## src/design/tdl_pkg.sv

```systemverilog
`default_nettype none
// ----------------------------------------------------------------------------
// tdl_pkg
// shared types, constants and helpers of the threshold dilate block
// ----------------------------------------------------------------------------
package tdl_pkg;

  localparam int DEF_MAX_WIDTH  = 2048;
  localparam int DEF_MAX_HEIGHT = 2048;

  localparam int CFG_W      = 12;
  localparam int CFG_ADDR_W = 2;
  localparam int PIX_W      = 8;

  localparam logic [CFG_ADDR_W-1:0] REG_FRAME_WIDTH  = 2'd0;
  localparam logic [CFG_ADDR_W-1:0] REG_FRAME_HEIGHT = 2'd1;
  localparam logic [CFG_ADDR_W-1:0] REG_THRESHOLD    = 2'd2;

  localparam logic [CFG_W-1:0] RST_FRAME_WIDTH  = 12'd640;
  localparam logic [CFG_W-1:0] RST_FRAME_HEIGHT = 12'd480;
  localparam logic [PIX_W-1:0] RST_THRESHOLD    = 8'd185;

  localparam logic OP_PIXEL = 1'b0;
  localparam logic OP_PAD   = 1'b1;

  localparam int RQ_DEPTH = 8;

  // up to three results caused by one pixel, in emission order
  typedef struct packed {
    logic [1:0] cnt;
    logic [2:0] white;
    logic [2:0] last;
  } tdl_bundle_t;

  function automatic int clamp_dim(input logic [CFG_W-1:0] v, input int hi);
    int r;
    r = int'(v);
    if (r < 1) r = 1;
    if (r > hi) r = hi;
    return r;
  endfunction

endpackage
`default_nettype wire

```

## src/design/tdl_res_queue.sv

```systemverilog
`default_nettype none
// ----------------------------------------------------------------------------
// tdl_res_queue
// queue of result bundles, one bundle in per cycle, one result out per
// transfer
// ----------------------------------------------------------------------------
module tdl_res_queue (
  input  wire logic                           clk,
  input  wire logic                           rst_n,
  input  wire logic                           push,
  input  wire tdl_pkg::tdl_bundle_t           bundle,
  output logic [$clog2(tdl_pkg::RQ_DEPTH+1)-1:0] level,
  output logic                                res_valid,
  output logic                                res_white,
  output logic                                res_last,
  input  wire logic                           res_ready
);
  import tdl_pkg::*;

  localparam int AW = $clog2(RQ_DEPTH);
  localparam int LW = $clog2(RQ_DEPTH+1);

  tdl_bundle_t    q_r [RQ_DEPTH];
  logic [AW-1:0]  head_r, head_nxt;
  logic [AW-1:0]  tail_r, tail_nxt;
  logic [LW-1:0]  count_r, count_nxt;
  logic [1:0]     sel_r, sel_nxt;
  tdl_bundle_t    hd;
  logic           xfer, pop;

  assign hd        = q_r[head_r];
  assign res_valid = (count_r != '0);
  assign res_white = hd.white[sel_r];
  assign res_last  = hd.last[sel_r];
  assign xfer      = res_valid && res_ready;
  assign pop       = xfer && (sel_r == hd.cnt - 2'd1);
  assign level     = count_r;

  always_comb begin
    head_nxt  = pop ? head_r + AW'(1) : head_r;
    tail_nxt  = push ? tail_r + AW'(1) : tail_r;
    count_nxt = count_r + LW'(push) - LW'(pop);
    sel_nxt   = pop ? 2'd0 : (xfer ? sel_r + 2'd1 : sel_r);
  end

  always_ff @(posedge clk) begin
    if (!rst_n) begin
      head_r  <= '0;
      tail_r  <= '0;
      count_r <= '0;
      sel_r   <= '0;
    end else begin
      head_r  <= head_nxt;
      tail_r  <= tail_nxt;
      count_r <= count_nxt;
      sel_r   <= sel_nxt;
    end
  end

  always_ff @(posedge clk) begin
    if (push) begin
      q_r[tail_r] <= bundle;
    end
  end

  a_no_overflow: assert property (@(posedge clk) disable iff (!rst_n)
    push |-> (count_r < LW'(RQ_DEPTH)))
    else $error("result queue overflow");

  a_push_nonempty: assert property (@(posedge clk) disable iff (!rst_n)
    push |-> (bundle.cnt != 2'd0))
    else $error("empty bundle pushed");

  a_sel_in_bundle: assert property (@(posedge clk) disable iff (!rst_n)
    res_valid |-> (sel_r < hd.cnt))
    else $error("result select past bundle end");

endmodule
`default_nettype wire
```

## config.mk

```make
export PLATFORM = sky130hd
export DESIGN_NAME = tdl_res_queue
export DESIGN_NICKNAME = d
export VERILOG_FILES = /design/src/design/tdl_pkg.sv /design/src/design/tdl_res_queue.sv
export SDC_FILE = /design/constraint.sdc
export NUM_CORES = 1
export LEC_CHECK = 0
export BUFFER_PORTS_ARGS = -buffer_cell sky130_fd_sc_hd__buf_2
export CORE_UTILIZATION = 56
export CTS_CLUSTER_DIAMETER = 60
export DETAILED_ROUTE_END_ITERATION = 16
export PLACE_DENSITY = 0.84
export SYNTH_ARGS = -nofsm -noshare
export SYNTH_HDL_FRONTEND = slang
export SYNTH_SLANG_ARGS = --single-unit
```

## constraint.sdc

```tcl
create_clock -name clk -period 4.72 [get_ports clk]
set_input_delay 0.472 -clock clk [delete_from_list [all_inputs] [get_ports clk]]
set_output_delay 0.472 -clock clk [all_outputs]
set_load 0.005 [all_outputs]
```

==> impl_metrics.env, run 1 <==
export IMPL_worstPathCellList="mux2i_1 > mux4_2 > and3_4 > mux2i_4 > inv_1 > ha_1 > inv_1 > ha_1 > inv_1 > fa_1 > xnor2_1 > and2_1"
export IMPL_grt_overflow_total=0
export IMPL_synth_seq_cells=79
export IMPL_cts_repair_resized=0
export IMPL_worstRegToRegCells=12
export IMPL_track_usage=0.216
export IMPL_regToRegEndpoint="level[2]$_SDFF_PN0_"
export IMPL_crit_cells=12
export IMPL_grt_pass1_vias=1776
export IMPL_synth_cells=201
export IMPL_die_x_um=79.3
export IMPL_leakagePower_nw=1.28
export IMPL_io_pins=19
export IMPL_worstMarginPinSlew_ns=0.930
export IMPL_holdPathStages=1
export IMPL_synthTopCellsByCount="edfxtp_1 (64), mux2i_1 (18), dfxtp_1 (15), mux4_2 (13)"
export IMPL_status="finished, final reports clean"
export IMPL_slew_violations=0
export IMPL_place_inst=286
export IMPL_synthMuxAreaShare=0.155
export IMPL_grt_pass1_wl_mm=9.29
export IMPL_cts_buffers=9
export IMPL_worst_path_max_fanout=16
export IMPL_multi_input_area_um2=1030
export IMPL_die_area_um2=6280
export IMPL_path_delay_family="multiplexers"
export IMPL_drt_initial_drc_count=171
export IMPL_finalNonFillerCells=302
export IMPL_finalWirelength_mm=5.74
export IMPL_die_h_um=79.3
export IMPL_dr_pass1_iters=4
export IMPL_cts_tree="yes"
export IMPL_cts_sinks=79
export IMPL_timing_hold_ws_ns=0.395
export IMPL_post_cts_buffers=0
export IMPL_relSlewSlack=0.377
export IMPL_cts_buffer_depth=2
export IMPL_synth_top_area_frac=0.575
export IMPL_core_area_um2=5640
export IMPL_rrSetupSlack_ns=1.25
export IMPL_dp_hpwl_mm=3.65
export IMPL_synth_area_leaders="edfxtp_1 (57%), dfxtp_1 (9.0%), mux4_2 (8.8%)"
export IMPL_p_per_area_nw_per_um2=460
export IMPL_cts_hold_buf=0
export IMPL_synth_avg_cell_area_um2=16.6
export IMPL_synthXorXnorAreaFrac=0.0187
export IMPL_synth_ff_type="edfxtp_1"
export IMPL_finalCritPeriodShare=0.736
export IMPL_tns_ns=0
export IMPL_n_fill_cell=376
export IMPL_cp_start_kind="flip-flop"
export IMPL_n_antenna_cell=0
export IMPL_hp_class="in2reg"
export IMPL_clockRootBuffer="clkbuf_8"
export IMPL_synth_compound_area_frac=0.0213
export IMPL_setup_viol=0
export IMPL_path_clk_slew_ns=0.08
export IMPL_initial_core_util=0.593
export IMPL_area_growth_pct=11.3
export IMPL_synth_top_area_cell="edfxtp_1"
export IMPL_wl_per_cell_um=19.0
export IMPL_async_flop_share=0
export IMPL_via_per_inst=5.89
export IMPL_rows=27
export IMPL_portBuffers=18
export IMPL_yosysSeqAreaShare=0.665
export IMPL_synthAdderAreaFrac=0.0322
export IMPL_yosys_warnings=0
export IMPL_fin_skew_ns=0.00527
export IMPL_cp_common_cell="inv_1"
export IMPL_synth_top_family_by_area="multiplexers"
export IMPL_ir_drop_uv=304
export IMPL_cp_endpoint="level[2]$_SDFF_PN0_"
export IMPL_cp_end_kind="flip-flop"
export IMPL_period_minus_slack_ns=3.47
export IMPL_yosys_cell_types_count=40
export IMPL_synth_most_common_cell="edfxtp_1"
export IMPL_cp_buffers_inverters=3
export IMPL_layout_drive_gt1_share=0.243
export IMPL_cts_max_level=3
export IMPL_required_ns=4.96
export IMPL_hold_viol_final=0
export IMPL_path_class="reg2reg"
export IMPL_synthesis_area_um2=3340
export IMPL_synth_enable_flop_cells=64
export IMPL_max_stage_delay_ns=0.91
export IMPL_drc_errors=0
export IMPL_drv_cap=0
export IMPL_syn_num_nets=221
export IMPL_critical_path_arrival_ns=3.72
export IMPL_final_seq_area_um2=2220
export IMPL_grt_max_degree=17
export IMPL_slowest_stage="dfxtp_1"
export IMPL_synth_simple_gate_area_frac=0.0801
export IMPL_antenna_left=0
export IMPL_nets=245
export IMPL_rsz0062_at_grt="no"
export IMPL_vias=1779
export IMPL_grt_antenna_before_repair=0
export IMPL_clk_latency_ns=0.35
export IMPL_gp_congestion=0.775
export IMPL_fmax_mhz=288
==> registers in the layout (all words and copies together) (netlist names), named ones only <==
register / count
head_r: 3
level: 4
q_r: 64
sel_r: 2
tail_r: 3
==> layer usage <==
layer / share of wire / track usage / wire length [um] / vias up
met1: 0.42 / 0.277 / 2420 / 889
met5: 0 / 0 / 0 / -
met3: 0.051 / 0.0690 / 293 / 19
met4: 0.041 / 0.131 / 233 / 0
li1: - / - / - / 808
met2: 0.49 / 0.320 / 2790 / 63
==> cells by family (layout without fill, tap and decap cells) <==
logic type,Yosys count,after routing
flip-flops,79,79
AND/OR/NAND/NOR,47,47
multiplexers,34,34
buffers and inverters,17,46
AO/OA/AOI/OAI,11,11
adder cells (fa/ha/maj),8,8
XOR/XNOR,5,5
==> cells in the final DEF (no fill, tap or decap), types with 2 or more instances in the layout <==
cell type	Yosys	routed
edfxtp_1	64	64
mux2i_1	18	18
buf_2	2	18
dfxtp_1	15	15
mux4_2	13	13
nand2_1	10	10
nor2_1	10	10
clkbuf_8	0	9
inv_1	8	8
ha_1	7	7
nand2b_1	6	6
and2_1	5	5
a21oi_1	4	4
nand3_1	3	3
bufinv_16	0	3
buf_4	1	3
nand3b_1	2	2
nor3_1	2	2
mux2_2	2	2
o22ai_1	2	2
xnor2_1	2	2
nor2b_1	2	2
clkinv_1	1	2
xor2_1	2	2
==> power breakdown <==
group | switching, mW | leakage, nW | internal (mW)
Clock | 0.241 | 0.118 | 0.351
Combinational | 0.143 | 0.454 | 0.153
Sequential | 0.0370 | 0.704 | 0.789
==> cell type report <==
type                    count  share of cell area
well taps                  72              0.0242
inverters                   9             0.00908
multi-input cells         105               0.276
repair buffers             21              0.0303
clock buffers              10              0.0343
flip-flops and latches     79               0.597
clock inverters             6              0.0289
==> through the flow <==
step	util	setup WS, ns	instance area, um^2	power (mW)
final	0.660	1.25	3720	1.71
after global routing	0.660	1.01	3720	1.80
after CTS	0.660	1.22	3720	1.73
after detailed placement	0.618	1.28	3490	1.14
after global placement	0.618	1.37	3490	1.13
after floorplan	-	1.92	3340	1.05
==> how the worst min path moves through the flow <==
stage	startpoint	end	slack [ns]
after detailed placement	head_r[2]$_SDFFE_PN0P_	flip-flop	0.49
after global placement	head_r[2]$_SDFFE_PN0P_	flip-flop	0.46
final	bundle[4]	q_r[7][4]$_DFFE_PP_	0.40
after CTS	bundle[0]	q_r[2][0]$_DFFE_PP_	0.37
after floorplan	head_r[2]$_SDFFE_PN0P_	flip-flop	0.45
after global routing	bundle[6]	q_r[6][6]$_DFFE_PP_	0.38
(Power assumes the default switching activity.)
==> inputs of run 2 (changes only) <==
--- a/config.mk
+++ b/config.mk
@@ -5,6 +5,7 @@
 export SDC_FILE = /design/constraint.sdc
 export NUM_CORES = 1
 export LEC_CHECK = 0
+export ABC_AREA = 1
 export BUFFER_PORTS_ARGS = -buffer_cell sky130_fd_sc_hd__buf_2
 export CORE_UTILIZATION = 56
 export CTS_CLUSTER_DIAMETER = 60
==> constraint.sdc (replaced) <==
create_clock -name clk -period 3.31 [get_ports clk]
set_input_delay 0.331 -clock clk [delete_from_list [all_inputs] [get_ports clk]]
set_output_delay 0.331 -clock clk [all_outputs]
set_load 0.005 [all_outputs]
==> run 2 against run 1 <==
Combinational power grew to 2.7 times the previous value. Area after synthesis is 1.2% lower. Core utilization is 0.27 points lower. Cell area is 1.0% lower. Via count is 25% higher. Power is 60% higher. Cell count is 30% higher. Flip-flop and latch count stayed put. First-iteration DRC count is 68% higher. Die area is 1.2% lower. Wire length is 15% higher. Largest power group unchanged.
==> impl_metrics.env, run 2 <==
export IMPL_grt_antenna_before_repair=0
export IMPL_largest_reg_flops=64
export IMPL_vias=2222
export IMPL_pwr_share_clk=0.282
export IMPL_cts_repair_resized=0
export IMPL_drv_cap=0
export IMPL_final_seq_area_um2=2220
export IMPL_fin_skew_ns=0.00637
export IMPL_drt_initial_drc_count=288
export IMPL_clk_latency_ns=0.35
export IMPL_grt_pass1_vias=2061
export IMPL_grt_pass1_wl_mm=10.3
export IMPL_met2_length_mm=3.32
export IMPL_antenna_left=0
export IMPL_switching_share=0.327
export IMPL_grt_overflow_total=0
export IMPL_syn_num_nets=313
export IMPL_initial_core_util=0.589
export IMPL_placed_area_um2=3450
export IMPL_dp_hpwl_mm=4.26
export IMPL_synth_avg_cell_area_um2=11.3
export IMPL_area_growth_pct=11.6
export IMPL_switchingPower_mw=0.895
export IMPL_worst_path_max_fanout=9
export IMPL_hp_class="in2reg"
export IMPL_drc_errors=0
export IMPL_portBuffers=18
export IMPL_wl_per_cell_um=16.8
export IMPL_tns_ns=0
export IMPL_synthesis_area_um2=3300
export IMPL_setup_viol=0
export IMPL_relSlewSlack=0.356
export IMPL_post_cts_buffers=0
export IMPL_die_area_um2=6210
export IMPL_synth_area_leaders="edfxtp_1 (58%), dfxtp_1 (9.1%), nand2_1 (5.0%)"
export IMPL_cts_max_level=3
export IMPL_rsz0062_at_grt="no"
export IMPL_cts_hold_buf=0
export IMPL_period_minus_slack_ns=2.81
export IMPL_cp_start_kind="flip-flop"
export IMPL_via_per_inst=5.65
export IMPL_finalWirelength_mm=6.61
export IMPL_hold_viol_final=0
export IMPL_cts_sinks=79
export IMPL_worstRegToRegCells=14
export IMPL_async_flop_share=0
export IMPL_yosys_cell_types_count=28
export IMPL_synth_most_common_cell="edfxtp_1"
export IMPL_cts_buffer_depth=2
export IMPL_required_ns=3.55
export IMPL_p_per_area_nw_per_um2=743
export IMPL_slew_violations=0
export IMPL_yosys_warnings=0
export IMPL_n_antenna_cell=0
export IMPL_synth_ff_type="edfxtp_1"
export IMPL_multi_input_area_um2=898
export IMPL_cp_endpoint="level[2]$_SDFF_PN0_"
export IMPL_layout_drive_gt1_share=0.134
export IMPL_post_route_cell_area_um2=3680
export IMPL_worstMarginPinSlew_ns=0.963
export IMPL_cp_end_kind="flip-flop"
export IMPL_rrSetupSlack_ns=0.50
export IMPL_final_common_cell="edfxtp_1"
export IMPL_top_layer="met4"
export IMPL_fmax_mhz=355
export IMPL_most_common_layout_cells="edfxtp_1 (64), nand2_1 (44), nor2_1 (41)"
export IMPL_top_register="q_r"
export IMPL_p_seq_frac=0.431
export IMPL_ir_drop_uv=536
export IMPL_clockRootBuffer="clkbuf_8"
export IMPL_cts_buffers=9
export IMPL_regToRegEndpoint="level[2]$_SDFF_PN0_"
export IMPL_grt_max_degree=33
export IMPL_n_fill_cell=438
export IMPL_cts_tree="yes"
export IMPL_dr_pass1_iters=6
export IMPL_gp_congestion=0.819
export IMPL_synth_top_area_frac=0.582
export IMPL_combPwrFrac=0.287
export IMPL_critical_path_arrival_ns=3.06
export IMPL_path_clk_slew_ns=0.08
export IMPL_core_area_um2=5610
export IMPL_synth_cells=293
export IMPL_intPower_mw=1.84
export IMPL_io_pins=19
export IMPL_synth_seq_cells=79
export IMPL_die_x_um=78.8
export IMPL_synth_enable_flop_cells=64
export IMPL_status="finished, final reports clean"
export IMPL_synth_top_area_cell="edfxtp_1"
export IMPL_leakagePower_nw=1.44
export IMPL_die_h_um=78.8
export IMPL_finalCritPeriodShare=0.850
export IMPL_rows=27
export IMPL_wl_met1_mm=2.73
export IMPL_synthTopCellsByCount="edfxtp_1 (64), nand2_1 (44), nor2_1 (41), inv_1 (33), o21ai_0 (28)"
export IMPL_track_usage=0.233
export IMPL_nets=336
export IMPL_path_class="reg2reg"
export IMPL_yosysSeqAreaShare=0.673
export IMPL_wl_met3_um=410
[run 2: per-layer routing]
metal	GRT usage	up-vias
met5	0	-
met2	0.382	105
met1	0.297	1037
met4	0.120	0
li1	-	1062
met3	0.0414	18
[run 2: metrics by stage]
| stage | power [mW] | std cells | utilization | setup slack, ns | hold WS, ns |
|---|---|---|---|---|---|
| 3_5_place_dp | 1.98 | 377 | 0.616 | 0.546 | 0.494 |
| 5_1_grt | 2.88 | 393 | 0.657 | 0.282 | 0.260 |
| 3_3_place_gp | 1.94 | 377 | 0.616 | 0.606 | 0.486 |
| 4_1_cts | 2.74 | 393 | 0.657 | 0.535 | 0.237 |
| 6_report | 2.74 | 393 | 0.657 | 0.495 | 0.247 |
| 2_1_floorplan | 1.76 | 293 | - | 1.04 | 0.424 |
[run 2: worst min path at each step]
stage                             end  cells past startpoint  slack (ns)              startpoint
6_report          q_r[5][5]$_DFFE_PP_                      1        0.25               bundle[5]
5_1_grt           q_r[3][6]$_DFFE_PP_                      1        0.26               bundle[6]
4_1_cts           q_r[4][5]$_DFFE_PP_                      1        0.24               bundle[5]
3_5_place_dp                flip-flop                      2        0.49  head_r[2]$_SDFFE_PN0P_
3_3_place_gp   tail_r[0]$_SDFFE_PN0P_                      2        0.49  tail_r[0]$_SDFFE_PN0P_
2_1_floorplan     level[0]$_SDFF_PN0_                      2        0.42                   rst_n
[run 2: area by class of cell]
class	count	share of cell area
clock buffer	13	0.0577
tap	72	0.0245
inverter	35	0.0357
sequential	79	0.603
clock inverter	3	0.00442
multi-input combinational	170	0.244
timing repair buffer	21	0.0306
[run 2: cell families after synthesis]
kind of cell    Yosys count  synth area share
flops                    79             0.673
xor+xnor                  2           0.00531
simple gates            108             0.137
compound gates           52            0.0974
buf+inv                  44            0.0549
fa+ha+maj                 8            0.0326
[run 2: power groups by stage]
stage               clock, mW  combinational (mW)  sequential, mW
floorplan                   0               0.554            1.20
global placement            0               0.740            1.20
detailed placement          0               0.778            1.20
CTS                     0.776               0.785            1.18
global route            0.813               0.883            1.19
finish                  0.773               0.784            1.18
[run 2: critical path: stages (launching register included)]
cell and delay [ns]:
dfxtp_1 0.54, clkinv_1 0.38, nand3_1 0.23, nand2_1 0.07, nand2_1 0.08, nand3_1 0.14
nand3_4 0.15, inv_1 0.05, ha_1 0.26, inv_1 0.06, ha_1 0.13, inv_1 0.05
fa_1 0.37, xor2_1 0.14, nor2_1 0.06
